### config.mk
export PLATFORM = sky130hd
export DESIGN_NAME = parity_split_dual_stack_top
export DESIGN_NICKNAME = d
export VERILOG_FILES = /design/src/sv/psds_pkg.sv /design/src/sv/parity_split_dual_stack_top.sv /design/src/sv/psds_front.sv /design/src/sv/psds_queue.sv /design/src/sv/psds_back.sv
export SDC_FILE = /design/constraint.sdc
export NUM_CORES = 1
export LEC_CHECK = 0
export BUFFER_PORTS_ARGS = -buffer_cell sky130_fd_sc_hd__buf_2
export CAP_MARGIN = 15
export CORE_ASPECT_RATIO = 1.2
export CORE_MARGIN = 1.5
export CORE_UTILIZATION = 50
export CTS_CLUSTER_SIZE = 10
export DETAILED_ROUTE_END_ITERATION = 8
export GPL_ROUTABILITY_DRIVEN = 0
export PLACE_DENSITY = 0.74
export SYNTH_ARGS = -nofsm -noshare
export SYNTH_HDL_FRONTEND = slang
export SYNTH_SLANG_ARGS = --single-unit
### constraint.sdc
create_clock -name clk -period 6.2 [get_ports clk]
set_input_delay 0 -clock clk [delete_from_list [all_inputs] [get_ports clk]]
set_output_delay 0 -clock clk [all_outputs]
set_load 0.01 [all_outputs]
### src/sv/psds_pkg.sv
// Package: shared types, codes and defaults for the parity-split dual stack.
`timescale 1ns / 1ps

package psds_pkg;

    localparam int DEPTH_DEFAULT = 16;
    localparam int DATA_W        = 32;
    localparam int QUEUE_DEPTH   = 2;

    localparam logic [1:0] OP_PUSH = 2'd0;
    localparam logic [1:0] OP_POP  = 2'd1;
    localparam logic [1:0] OP_READ = 2'd2;

    localparam logic [1:0] STATUS_OK    = 2'd0;
    localparam logic [1:0] STATUS_FULL  = 2'd1;
    localparam logic [1:0] STATUS_EMPTY = 2'd2;

    typedef logic signed [DATA_W-1:0] data_t;

    typedef enum logic [1:0] {
        CMD_PUSH = 2'd0,
        CMD_POP  = 2'd1,
        CMD_READ = 2'd2
    } cmd_op_t;

    typedef struct packed {
        cmd_op_t op;
        logic    sel;
        data_t   value;
    } cmd_t;

    typedef struct packed {
        logic empty;
        logic full;
    } q_status_t;

endpackage

### src/sv/parity_split_dual_stack_top.sv
// Top level: parity-steered dual LIFO stack with a queued command front end.
//
//  channel   | handshake           | payload
//  ----------+---------------------+------------------------------------------
//  command   | start / busy        | operation, which_stack, value
//  result    | valid (strobe)      | status, stack_id, data, data_valid,
//            |                     | is_empty, is_full, last
//
// A command is transferred when start is high and busy is low; busy means the
// two-entry command queue is full. A push or a pop gives one result; a read-out
// gives N results for N stored elements, one element per cycle from the stack
// memory read port, and a single result on an empty stack.
// Each result is on the ports for one cycle with valid high; the receiver
// cannot stall. Reset is asynchronous, active low; counts clear, stores do not.
`timescale 1ns / 1ps

module parity_split_dual_stack_top #(
    parameter int DEPTH = psds_pkg::DEPTH_DEFAULT
) (
    input  logic            clk,
    input  logic            rst_n,
    input  logic            start,
    output logic            busy,
    input  logic [1:0]      operation,
    input  logic            which_stack,
    input  psds_pkg::data_t value,
    output logic            valid,
    output logic [1:0]      status,
    output logic            stack_id,
    output psds_pkg::data_t data,
    output logic            data_valid,
    output logic            is_empty,
    output logic            is_full,
    output logic            last
);
    import psds_pkg::*;

    q_status_t q_status;
    cmd_t      push_cmd;
    cmd_t      head;
    logic      push;
    logic      pop;

    psds_front u_front (
        .start       (start),
        .operation   (operation),
        .which_stack (which_stack),
        .value       (value),
        .q_status    (q_status),
        .busy        (busy),
        .push        (push),
        .push_cmd    (push_cmd)
    );

    psds_queue u_queue (
        .clk      (clk),
        .rst_n    (rst_n),
        .push     (push),
        .push_cmd (push_cmd),
        .pop      (pop),
        .head     (head),
        .status   (q_status)
    );

    psds_back #(
        .DEPTH (DEPTH)
    ) u_back (
        .clk        (clk),
        .rst_n      (rst_n),
        .head       (head),
        .q_status   (q_status),
        .pop        (pop),
        .valid      (valid),
        .status     (status),
        .stack_id   (stack_id),
        .data       (data),
        .data_valid (data_valid),
        .is_empty   (is_empty),
        .is_full    (is_full),
        .last       (last)
    );

endmodule

### src/sv/psds_front.sv
// Front end: takes commands, picks the target stack, drops unused opcodes.
`timescale 1ns / 1ps

module psds_front (
    input  logic               start,
    input  logic [1:0]         operation,
    input  logic               which_stack,
    input  psds_pkg::data_t    value,
    input  psds_pkg::q_status_t q_status,
    output logic               busy,
    output logic               push,
    output psds_pkg::cmd_t     push_cmd
);
    import psds_pkg::*;

    logic accept;

    assign busy   = q_status.full;
    assign accept = start && !q_status.full;

    always_comb
    begin
        push           = 1'b0;
        push_cmd.op    = CMD_PUSH;
        push_cmd.sel   = which_stack;
        push_cmd.value = value;
        case (operation)
            OP_PUSH:
            begin
                push         = accept;
                push_cmd.op  = CMD_PUSH;
                push_cmd.sel = value[0];
            end
            OP_POP:
            begin
                push        = accept;
                push_cmd.op = CMD_POP;
            end
            OP_READ:
            begin
                push        = accept;
                push_cmd.op = CMD_READ;
            end
            default:
            begin
                push = 1'b0;
            end
        endcase
    end

endmodule

### src/sv/psds_queue.sv
// Command queue between the front end and the stack engine.
`timescale 1ns / 1ps

module psds_queue (
    input  logic                clk,
    input  logic                rst_n,
    input  logic                push,
    input  psds_pkg::cmd_t      push_cmd,
    input  logic                pop,
    output psds_pkg::cmd_t      head,
    output psds_pkg::q_status_t status
);
    import psds_pkg::*;

    localparam int QAW = (QUEUE_DEPTH > 1) ? $clog2(QUEUE_DEPTH) : 1;
    localparam int QCW = $clog2(QUEUE_DEPTH + 1);

    cmd_t           entry_reg [QUEUE_DEPTH];
    logic [QAW-1:0] wr_ptr_reg, wr_ptr_next;
    logic [QAW-1:0] rd_ptr_reg, rd_ptr_next;
    logic [QCW-1:0] count_reg, count_next;
    logic           do_push, do_pop;

    assign status.empty = (count_reg == '0);
    assign status.full  = (count_reg == QCW'(QUEUE_DEPTH));
    assign head         = entry_reg[rd_ptr_reg];

    assign do_push = push && !status.full;
    assign do_pop  = pop && !status.empty;

    always_comb
    begin
        wr_ptr_next = wr_ptr_reg;
        rd_ptr_next = rd_ptr_reg;
        count_next  = count_reg;
        if (do_push)
        begin
            wr_ptr_next = (wr_ptr_reg == QAW'(QUEUE_DEPTH - 1)) ? '0 : wr_ptr_reg + 1'b1;
        end
        if (do_pop)
        begin
            rd_ptr_next = (rd_ptr_reg == QAW'(QUEUE_DEPTH - 1)) ? '0 : rd_ptr_reg + 1'b1;
        end
        if (do_push && !do_pop)
        begin
            count_next = count_reg + 1'b1;
        end
        else if (do_pop && !do_push)
        begin
            count_next = count_reg - 1'b1;
        end
    end

    always_ff @(posedge clk or negedge rst_n)
    begin
        if (!rst_n)
        begin
            wr_ptr_reg <= '0;
            rd_ptr_reg <= '0;
            count_reg  <= '0;
        end
        else
        begin
            wr_ptr_reg <= wr_ptr_next;
            rd_ptr_reg <= rd_ptr_next;
            count_reg  <= count_next;
        end
    end

    always_ff @(posedge clk)
    begin
        if (do_push)
        begin
            entry_reg[wr_ptr_reg] <= push_cmd;
        end
    end

endmodule

### src/sv/psds_back.sv
// Stack engine: two LIFO memories, their counts and the result registers.
`timescale 1ns / 1ps

module psds_back #(
    parameter int DEPTH = psds_pkg::DEPTH_DEFAULT
) (
    input  logic                clk,
    input  logic                rst_n,
    input  psds_pkg::cmd_t      head,
    input  psds_pkg::q_status_t q_status,
    output logic                pop,
    output logic                valid,
    output logic [1:0]          status,
    output logic                stack_id,
    output psds_pkg::data_t     data,
    output logic                data_valid,
    output logic                is_empty,
    output logic                is_full,
    output logic                last
);
    import psds_pkg::*;

    localparam int AW = (DEPTH > 1) ? $clog2(DEPTH) : 1;
    localparam int CW = $clog2(DEPTH + 1);

    typedef enum logic [3:0] {
        ST_IDLE      = 4'b0001,
        ST_EXEC      = 4'b0010,
        ST_POP_OUT   = 4'b0100,
        ST_RD_STREAM = 4'b1000
    } back_state_t;

    back_state_t    state_reg, state_next;
    cmd_t           cmd_reg, cmd_next;
    logic [CW-1:0]  even_cnt_reg, even_cnt_next;
    logic [CW-1:0]  odd_cnt_reg, odd_cnt_next;
    logic [AW-1:0]  idx_reg, idx_next;
    data_t          even_mem_reg [DEPTH];
    data_t          odd_mem_reg [DEPTH];
    data_t          rd_data_reg;

    logic           valid_reg, valid_next;
    logic [1:0]     status_reg, status_next;
    logic           stack_id_reg, stack_id_next;
    data_t          data_reg, data_next;
    logic           data_valid_reg, data_valid_next;
    logic           is_empty_reg, is_empty_next;
    logic           is_full_reg, is_full_next;
    logic           last_reg, last_next;

    logic [CW-1:0]  cur_cnt;
    logic [CW-1:0]  cnt_wr_val;
    logic           cnt_we;
    logic [CW-1:0]  flag_cnt;
    logic           mem_we;
    logic [AW-1:0]  mem_waddr;
    logic           rd_en;
    logic [AW-1:0]  rd_addr;
    logic [CW-1:0]  cnt_dec;

    assign cur_cnt = cmd_reg.sel ? odd_cnt_reg : even_cnt_reg;
    assign cnt_dec = cur_cnt - 1'b1;

    always_comb
    begin
        state_next      = state_reg;
        cmd_next        = cmd_reg;
        idx_next        = idx_reg;
        pop             = 1'b0;
        cnt_we          = 1'b0;
        cnt_wr_val      = cur_cnt;
        mem_we          = 1'b0;
        mem_waddr       = cur_cnt[AW-1:0];
        rd_en           = 1'b0;
        rd_addr         = cnt_dec[AW-1:0];
        flag_cnt        = cur_cnt;
        valid_next      = 1'b0;
        status_next     = STATUS_OK;
        stack_id_next   = cmd_reg.sel;
        data_next       = '0;
        data_valid_next = 1'b0;
        last_next       = 1'b1;
        case (state_reg)
            ST_IDLE:
            begin
                if (!q_status.empty)
                begin
                    pop        = 1'b1;
                    cmd_next   = head;
                    state_next = ST_EXEC;
                end
            end
            ST_EXEC:
            begin
                valid_next = 1'b1;
                state_next = ST_IDLE;
                case (cmd_reg.op)
                    CMD_PUSH:
                    begin
                        if (cur_cnt == CW'(DEPTH))
                        begin
                            status_next = STATUS_FULL;
                        end
                        else
                        begin
                            mem_we     = 1'b1;
                            cnt_we     = 1'b1;
                            cnt_wr_val = cur_cnt + 1'b1;
                            flag_cnt   = cnt_wr_val;
                        end
                    end
                    CMD_POP:
                    begin
                        if (cur_cnt == '0)
                        begin
                            status_next = STATUS_EMPTY;
                        end
                        else
                        begin
                            valid_next = 1'b0;
                            cnt_we     = 1'b1;
                            cnt_wr_val = cnt_dec;
                            rd_en      = 1'b1;
                            state_next = ST_POP_OUT;
                        end
                    end
                    default:
                    begin
                        if (cur_cnt == '0)
                        begin
                            status_next = STATUS_EMPTY;
                        end
                        else
                        begin
                            valid_next = 1'b0;
                            rd_en      = 1'b1;
                            idx_next   = cnt_dec[AW-1:0];
                            state_next = ST_RD_STREAM;
                        end
                    end
                endcase
            end
            ST_POP_OUT:
            begin
                valid_next      = 1'b1;
                data_next       = rd_data_reg;
                data_valid_next = 1'b1;
                state_next      = ST_IDLE;
            end
            ST_RD_STREAM:
            begin
                valid_next      = 1'b1;
                data_next       = rd_data_reg;
                data_valid_next = 1'b1;
                last_next       = (idx_reg == '0);
                if (idx_reg == '0)
                begin
                    state_next = ST_IDLE;
                end
                else
                begin
                    rd_en    = 1'b1;
                    rd_addr  = idx_reg - 1'b1;
                    idx_next = idx_reg - 1'b1;
                end
            end
            default:
            begin
                state_next = ST_IDLE;
            end
        endcase
        is_empty_next = (flag_cnt == '0);
        is_full_next  = (flag_cnt == CW'(DEPTH));
    end

    always_comb
    begin
        even_cnt_next = even_cnt_reg;
        odd_cnt_next  = odd_cnt_reg;
        if (cnt_we)
        begin
            if (cmd_reg.sel)
            begin
                odd_cnt_next = cnt_wr_val;
            end
            else
            begin
                even_cnt_next = cnt_wr_val;
            end
        end
    end

    always_ff @(posedge clk or negedge rst_n)
    begin
        if (!rst_n)
        begin
            state_reg    <= ST_IDLE;
            even_cnt_reg <= '0;
            odd_cnt_reg  <= '0;
            valid_reg    <= 1'b0;
        end
        else
        begin
            state_reg    <= state_next;
            even_cnt_reg <= even_cnt_next;
            odd_cnt_reg  <= odd_cnt_next;
            valid_reg    <= valid_next;
        end
    end

    always_ff @(posedge clk)
    begin
        cmd_reg        <= cmd_next;
        idx_reg        <= idx_next;
        status_reg     <= status_next;
        stack_id_reg   <= stack_id_next;
        data_reg       <= data_next;
        data_valid_reg <= data_valid_next;
        is_empty_reg   <= is_empty_next;
        is_full_reg    <= is_full_next;
        last_reg       <= last_next;
    end

    always_ff @(posedge clk)
    begin
        if (mem_we)
        begin
            if (cmd_reg.sel)
            begin
                odd_mem_reg[mem_waddr] <= cmd_reg.value;
            end
            else
            begin
                even_mem_reg[mem_waddr] <= cmd_reg.value;
            end
        end
        if (rd_en)
        begin
            rd_data_reg <= cmd_reg.sel ? odd_mem_reg[rd_addr] : even_mem_reg[rd_addr];
        end
    end

    assign valid      = valid_reg;
    assign status     = status_reg;
    assign stack_id   = stack_id_reg;
    assign data       = data_reg;
    assign data_valid = data_valid_reg;
    assign is_empty   = is_empty_reg;
    assign is_full    = is_full_reg;
    assign last       = last_reg;

`ifndef NO_ASSERTIONS
    a_data_zero_when_invalid: assert property (@(posedge clk) disable iff (!rst_n)
        (valid_reg && !data_valid_reg) |-> (data_reg == '0))
        else $error("data nonzero without data_valid");

    a_empty_result: assert property (@(posedge clk) disable iff (!rst_n)
        (valid_reg && status_reg == STATUS_EMPTY) |-> (is_empty_reg && last_reg))
        else $error("empty status without empty flag and last");

    a_count_bound: assert property (@(posedge clk) disable iff (!rst_n)
        (even_cnt_reg <= CW'(DEPTH)) && (odd_cnt_reg <= CW'(DEPTH)))
        else $error("stack count above depth");

    a_stream_continues: assert property (@(posedge clk) disable iff (!rst_n)
        (state_reg == ST_RD_STREAM && idx_reg != '0) |=> (state_reg == ST_RD_STREAM && valid_reg))
        else $error("read-out stopped early");
`endif

endmodule

==> out/metrics.cfg, run 1 <==
[placed_design]
io_buffers=78
hpwlAfterDp_mm=66.4

[hold_path]
hold_path_end=u_queue.entry_reg[1][22]
min_path_type=primary input to flop
hp-start=value[22]
hold_path_depth=2

[sta]
setup_viol=0
fin_skew_ns=0.0326
maxClockFrequency_mhz=212
rsz0062_at_grt=no
final.setup.tns_ns=0
final_max_slew_viol_count=0
min_period_ns=4.71
worst_slew_pin_slew_ns=1.22
maxSlewHeadroom_pct=18.8
final-hold-violation-count=0
final.period_utilization_pct=75.9

[cts]
cts_max_level=4
cts_tree=done
cts_buffers=142
cts_buffer_depth=3
cts.reportedPaths.clkPinSlew_ns=0.06
cts-root-buf=clkbuf_16
clk_latency_ns=0.73
postCtsSetupBuffers=0
cts_resized=0
cts.sink_count=1223
cts.hold.buffers_added=66

[synthesis]
syn_avg_cell_area_um2=16.6
ys_seq_area_share_pct=76.0
ys.flop_type=edfxtp_1
synth_edf_count=1165
synthesis.nets=2924
yosys-top-cells-area=edfxtp_1, a211oi_1, mux4_2
synth.most_common_cell=edfxtp_1
syn_area_um2=47700
synth_top_area_share_pct=73.4
ys_async_sr_fraction_pct=1.55
synthCells=2879
synth_top_area_cell=edfxtp_1
ys_types=70
yosys_warnings=0
ys_ff_latch=1223
netlist_top_cells_count=edfxtp_1, nand2_1, a211oi_1

[floorplan]
start_util_pct=50.6
die_area_um2=97200
io_pins=79
row_count=123
core_um2=94200
dieWidth_um=285
die_y_um=341

[setup_path]
end_kind=flop
cp.arrival_ns=5.22
startpoint_type=flop
worstSetupPathType=flop to flop
path_max_fanout=78
worstRegToRegCells=10
crit_required_ns=6.71
r2r_slack_ns=1.49
reg2reg_from=u_back.stack_id_next
reg2reg_to=u_back.rd_data_reg[3]

[finish]
nFillCells=6854
nets=3070
post-route-util_pct=57.7
drive_above_1_share_pct=15.5
syn_to_final_growth_pct=14.0

[grt]
grt_max_degree=145
grt_overflow=0
grt_pass1_vias=28400
gr-usage-all-layers_pct=25.1
grt_pass1_wl_mm=180
antenna_found_initial=6

[detailed_routing]
dr.pass1.iters=6
final_antenna_net_count=0
drc=0
wl_per_cell_um=28.0
viasPerCell=6.40
wirelength_mm=122
drtIter0Drc=3510
vias=27800

[power]
power_density_nw_per_um2=575
ir_drop_v=0.000774
p_leak_uw=0.0178
fin_total_pwr_uw=31200

[flow_run]
cap_violations=0

[outcome]
status=completed

## layer usage
metal  vias up  routed length, um  track usage (%)
met5         -                 27                0
met4         4               6780             13.6
met3       411              10500             4.69
met2      1683              60700             42.6
met1     13900              43700             30.5
li1      11800                  -                -
## kinds of logic (layout without fill, tap and decap cells)
family / count (synthesis) / in the layout / share of synthesized area (%)
flip-flops: 1223 / 1223 / 76.0
AO/OA/AOI/OAI: 690 / 690 / 10.1
AND/OR/NAND/NOR: 536 / 536 / 5.50
buffers and inverters: 227 / 439 / 2.29
multiplexers: 182 / 182 / 5.62
XOR/XNOR: 14 / 14 / 0.257
adder cells (fa/ha/maj): 7 / 7 / 0.184
other: 0 / 4 / 0
## critical path, cell delays in order, from the launching register on
cell and delay, ns:
edfxtp_1 0.50, buf_4 0.38, mux2i_1 0.49, ha_1 0.52
o21ai_4 0.41, and2_4 0.71, buf_12 0.39, a21oi_1 0.11
a221oi_1 0.35, a211oi_1 0.10, o311ai_1 0.33
## power breakdown
part | total (uW) | internal [uW] | switching (uW)
Clock | 7350 | 4330 | 3020
Sequential | 11800 | 10800 | 1050
Combinational | 12000 | 4170 | 7870
Total | 31200 | 19300 | 11900
## worst max-delay path by stage
| stage | startpoint | endpoint | slack, ns | depth (start not counted) |
|---|---|---|---|---|
| after detailed placement | u_back.stack_id_next | u_back.rd_data_reg[16] | 1.62 | 9 |
| after global placement | u_back.stack_id_next | u_back.rd_data_reg[15] | 1.79 | 9 |
| after floorplan | u_back.stack_id_next | u_back.even_mem_reg[7][0] | 1.56 | 9 |
| final | u_back.stack_id_next | u_back.rd_data_reg[3] | 1.49 | 10 |
| after global routing | u_back.stack_id_next | u_back.rd_data_reg[3] | 1.29 | 10 |
| after CTS | u_back.stack_id_next | u_back.rd_data_reg[16] | 1.60 | 9 |
## final cells by class
cell class	instances	area [um^2]	share of cell area (%)
clock inverter	11	130	0.240
multi-input combinational	1429	10700	19.6
sequential	1223	36200	66.7
timing repair buffer	218	1800	3.31
clock buffer	199	3870	7.13
tap	1250	1560	2.88
antenna	4	10.0	0.0184
inverter	11	41.3	0.0760
## cells in the final DEF, fill, tap and decap left out, types with 5 or more instances in the layout
| cell type | instances |
|---|---|
| nand3_1 | 10 |
| a22oi_1 | 33 |
| nand2_1 | 257 |
| a21oi_1 | 167 |
| nor3_1 | 6 |
| dlygate4sd3_1 | 66 |
| dfxtp_1 | 39 |
| clkbuf_1 | 51 |
| nand2b_1 | 17 |
| o311ai_1 | 30 |
| ha_1 | 7 |
| inv_1 | 10 |
| edfxtp_1 | 1165 |
| mux2i_1 | 71 |
| o2111ai_1 | 32 |
| clkbuf_16 | 146 |
| xnor2_1 | 11 |
| buf_4 | 59 |
| nor2b_1 | 6 |
| dfrtp_1 | 18 |
| o21ai_0 | 69 |
| and3_1 | 131 |
| mux4_2 | 62 |
| mux2_2 | 46 |
| and2_1 | 35 |
| a211oi_1 | 223 |
| o211ai_1 | 5 |
| a31oi_1 | 5 |
| a311oi_1 | 35 |
| nor2_1 | 16 |
| a221oi_1 | 62 |
| buf_12 | 13 |
| nor2_4 | 32 |
| buf_2 | 78 |
## per-stage QoR
step / instance area (um^2) / setup WS (ns) / cells / hold WS [ns]
2_1_floorplan: 47700 / 1.56 / 2879 / -0.296
3_3_place_gp: 49600 / 1.79 / 4061 / -0.0398
3_5_place_dp: 49600 / 1.62 / 4064 / -0.0243
4_1_cts: 54300 / 1.60 / 4340 / 0.00327
5_1_grt: 54300 / 1.29 / 4341 / 0.0447
6_report: 54300 / 1.49 / 4345 / 0.0362
(Power assumes the default switching activity.)
==> run 2: changes to the inputs <==
--- a/config.mk
+++ b/config.mk
@@ -13,7 +13,7 @@
 export CTS_CLUSTER_SIZE = 10
 export DETAILED_ROUTE_END_ITERATION = 8
 export GPL_ROUTABILITY_DRIVEN = 0
-export PLACE_DENSITY = 0.74
+export PLACE_DENSITY = 0.76
 export SYNTH_ARGS = -nofsm -noshare
 export SYNTH_HDL_FRONTEND = slang
 export SYNTH_SLANG_ARGS = --single-unit
==> constraint.sdc (replaced) <==
create_clock -name clk -period 4 [get_ports clk]
set_input_delay 0 -clock clk [delete_from_list [all_inputs] [get_ports clk]]
set_output_delay 0 -clock clk [all_outputs]
set_load 0.01 [all_outputs]
==> run 2 against run 1 <==
Clock skew is 0.0052 ns lower; first-iteration DRC count is 17% higher; combinational power is 69% higher; wire length is 3.1% higher; critical path type unchanged.
==> out/metrics.cfg, run 2 (synthesized netlist as in run 1, its figures left out) <==
[finish]
mostFrequentLayoutCells=edfxtp_1, nand2_1, a211oi_1, a21oi_1, clkbuf_16
nets=3157
post-route-util_pct=58.8
final_common_cell=edfxtp_1
syn_to_final_growth_pct=16.3
layoutNonFillerInstCount=4431
drive_above_1_share_pct=17.8

[setup_path]
reg2reg_to=u_back.rd_data_reg[13]
path_max_fanout=20
end_kind=flop
reg2reg_from=u_back.state_reg[1]
r2r_slack_ns=0.20
worstSetupPathType=flop to flop
cp.arrival_ns=4.26
max_stage_delay_ns=0.67
worstRegToRegCells=8
startpoint_type=flop
crit_required_ns=4.46
critPathSlowestCell=or4b_4
crit_chain=or4b_4, o21ai_4, and2_4, buf_12, buf_4, mux4_2, a211oi_1, o311ai_1

[power]
ir_drop_v=0.000942
p_leak_uw=0.0184
p_sw_uw=19400
internal_power_uw=30800
p_comb_share_pct=40.4
power_density_nw_per_um2=907
seqPwrFrac_pct=36.7
swShare_pct=38.6
clockPowerShare_pct=23.0

[sta]
worst_slew_pin_slew_ns=1.20
maxSlewHeadroom_pct=19.9
final-hold-violation-count=0
setup_viol=0
min_period_ns=3.80
final.setup.tns_ns=0
final.period_utilization_pct=95.0
maxClockFrequency_mhz=263
rsz0062_at_grt=no
final_max_slew_viol_count=0
fin_skew_ns=0.0274

[hold_path]
min_path_type=primary input to flop
hold_path_end=u_queue.entry_reg[0][0]
hp-start=value[0]
hold_path_depth=2

[detailed_routing]
wirelength_mm=126
drtIter0Drc=4108
dr.pass1.iters=5
final_antenna_net_count=0
wl_per_cell_um=28.3
vias=28300
viasPerCell=6.40
drc=0

[grt]
grt_overflow=0
antenna_found_initial=10
grt_pass1_wl_mm=184
grt_pass1_vias=28400
gr-usage-all-layers_pct=25.9
grt_max_degree=77

[placed_design]
hpwlAfterDp_mm=69.0
io_buffers=78
dp.cells=4148

[cts]
cts_max_level=4
cts.sink_count=1223
cts-root-buf=clkbuf_16
postCtsSetupBuffers=0
clk_latency_ns=0.76
cts_buffer_depth=3
cts_tree=done
cts.reportedPaths.clkPinSlew_ns=0.05
cts_buffers=141

[floorplan]
core_um2=94200
die_area_um2=97200
row_count=123
dieWidth_um=285
io_pins=79
start_util_pct=50.6
die_y_um=341

[outcome]
status=completed

[flow_run]
cap_violations=0

[run 2: cell types whose count changed in the layout (fill, tap and decap cells not counted), moves of 3 or more]
| cell | before | now |
|---|---|---|
| buf_12 | 13 | 44 |
| inv_16 | 0 | 7 |
| dlygate4sd3_1 | 66 | 71 |
| diode_2 | 4 | 1 |
| clkbuf_16 | 146 | 142 |
| buf_4 | 59 | 113 |
[run 2: layout make-up]
| class | instances | area, um^2 |
|---|---|---|
| Multi-Input combinational cell | 1429 | 10700 |
| Tap cell | 1250 | 1560 |
| Antenna cell | 1 | 2.50 |
| Inverter | 11 | 41.3 |
| Timing Repair Buffer | 306 | 2830 |
| Clock buffer | 194 | 3780 |
| Clock inverter | 17 | 272 |
| Sequential cell | 1223 | 36200 |
| Fill cell | 6770 | 38800 |
[run 2: worst max-delay path by stage]
stage	start	endpoint	slack (ns)
2_1_floorplan	u_back.stack_id_next	u_back.even_mem_reg[10][0]	0.15
3_3_place_gp	u_back.state_reg[1]	u_back.rd_data_reg[12]	0.32
3_5_place_dp	u_back.state_reg[1]	u_back.rd_data_reg[13]	0.28
4_1_cts	u_back.state_reg[1]	u_back.rd_data_reg[13]	0.19
5_1_grt	u_back.state_reg[1]	u_back.rd_data_reg[13]	0.09
6_report	u_back.state_reg[1]	u_back.rd_data_reg[13]	0.20
[run 2: critical path, delay by kind of cell (launching register included)]
family                 cells  cell delay (ns)
flip-flops                 1             0.43
AND/OR/NAND/NOR            2             1.16
multiplexers               1             0.51
AO/OA/AOI/OAI              3             0.87
buffers and inverters      2             0.49
[run 2: routing by layer]
layer / track usage [%] / share of wire (%) / vias to the layer above
met5: 0 / 0.022 / -
met4: 13.8 / 5.5 / 4
met3: 5.72 / 10 / 396
met2: 42.1 / 48 / 1742
met1: 32.6 / 36 / 14200
li1: - / - / 12000
[run 2: through the flow]
stage	power [uW]	hold slack (ns)	setup slack, ns	area, um^2
global placement	37900	-0.0412	0.318	50700
detailed placement	38400	-0.0291	0.283	50700
global route	52300	0.0224	0.0897	55400
CTS	50000	0.0000313	0.194	55400
finish	50200	0.0213	0.201	55400
floorplan	31100	-0.296	0.153	47700
[run 2: power by group through the flow]
stage | registers [uW] | clock network (uW) | logic [uW]
4_1_cts | 18400 | 11600 | 20000
5_1_grt | 18600 | 12200 | 21600
6_report | 18400 | 11500 | 20300
2_1_floorplan | 17800 | 0 | 13200
3_5_place_dp | 18600 | 0 | 19800
3_3_place_gp | 18500 | 0 | 19400
[run 2: timing repair]
item / 4_1_cts / 5_1_grt
hold buffers: 71 / 0
gates resized for setup: 0 / 1
endpoints found under the setup margin: 0 / 1
hold endpoints to repair: 127 / 0
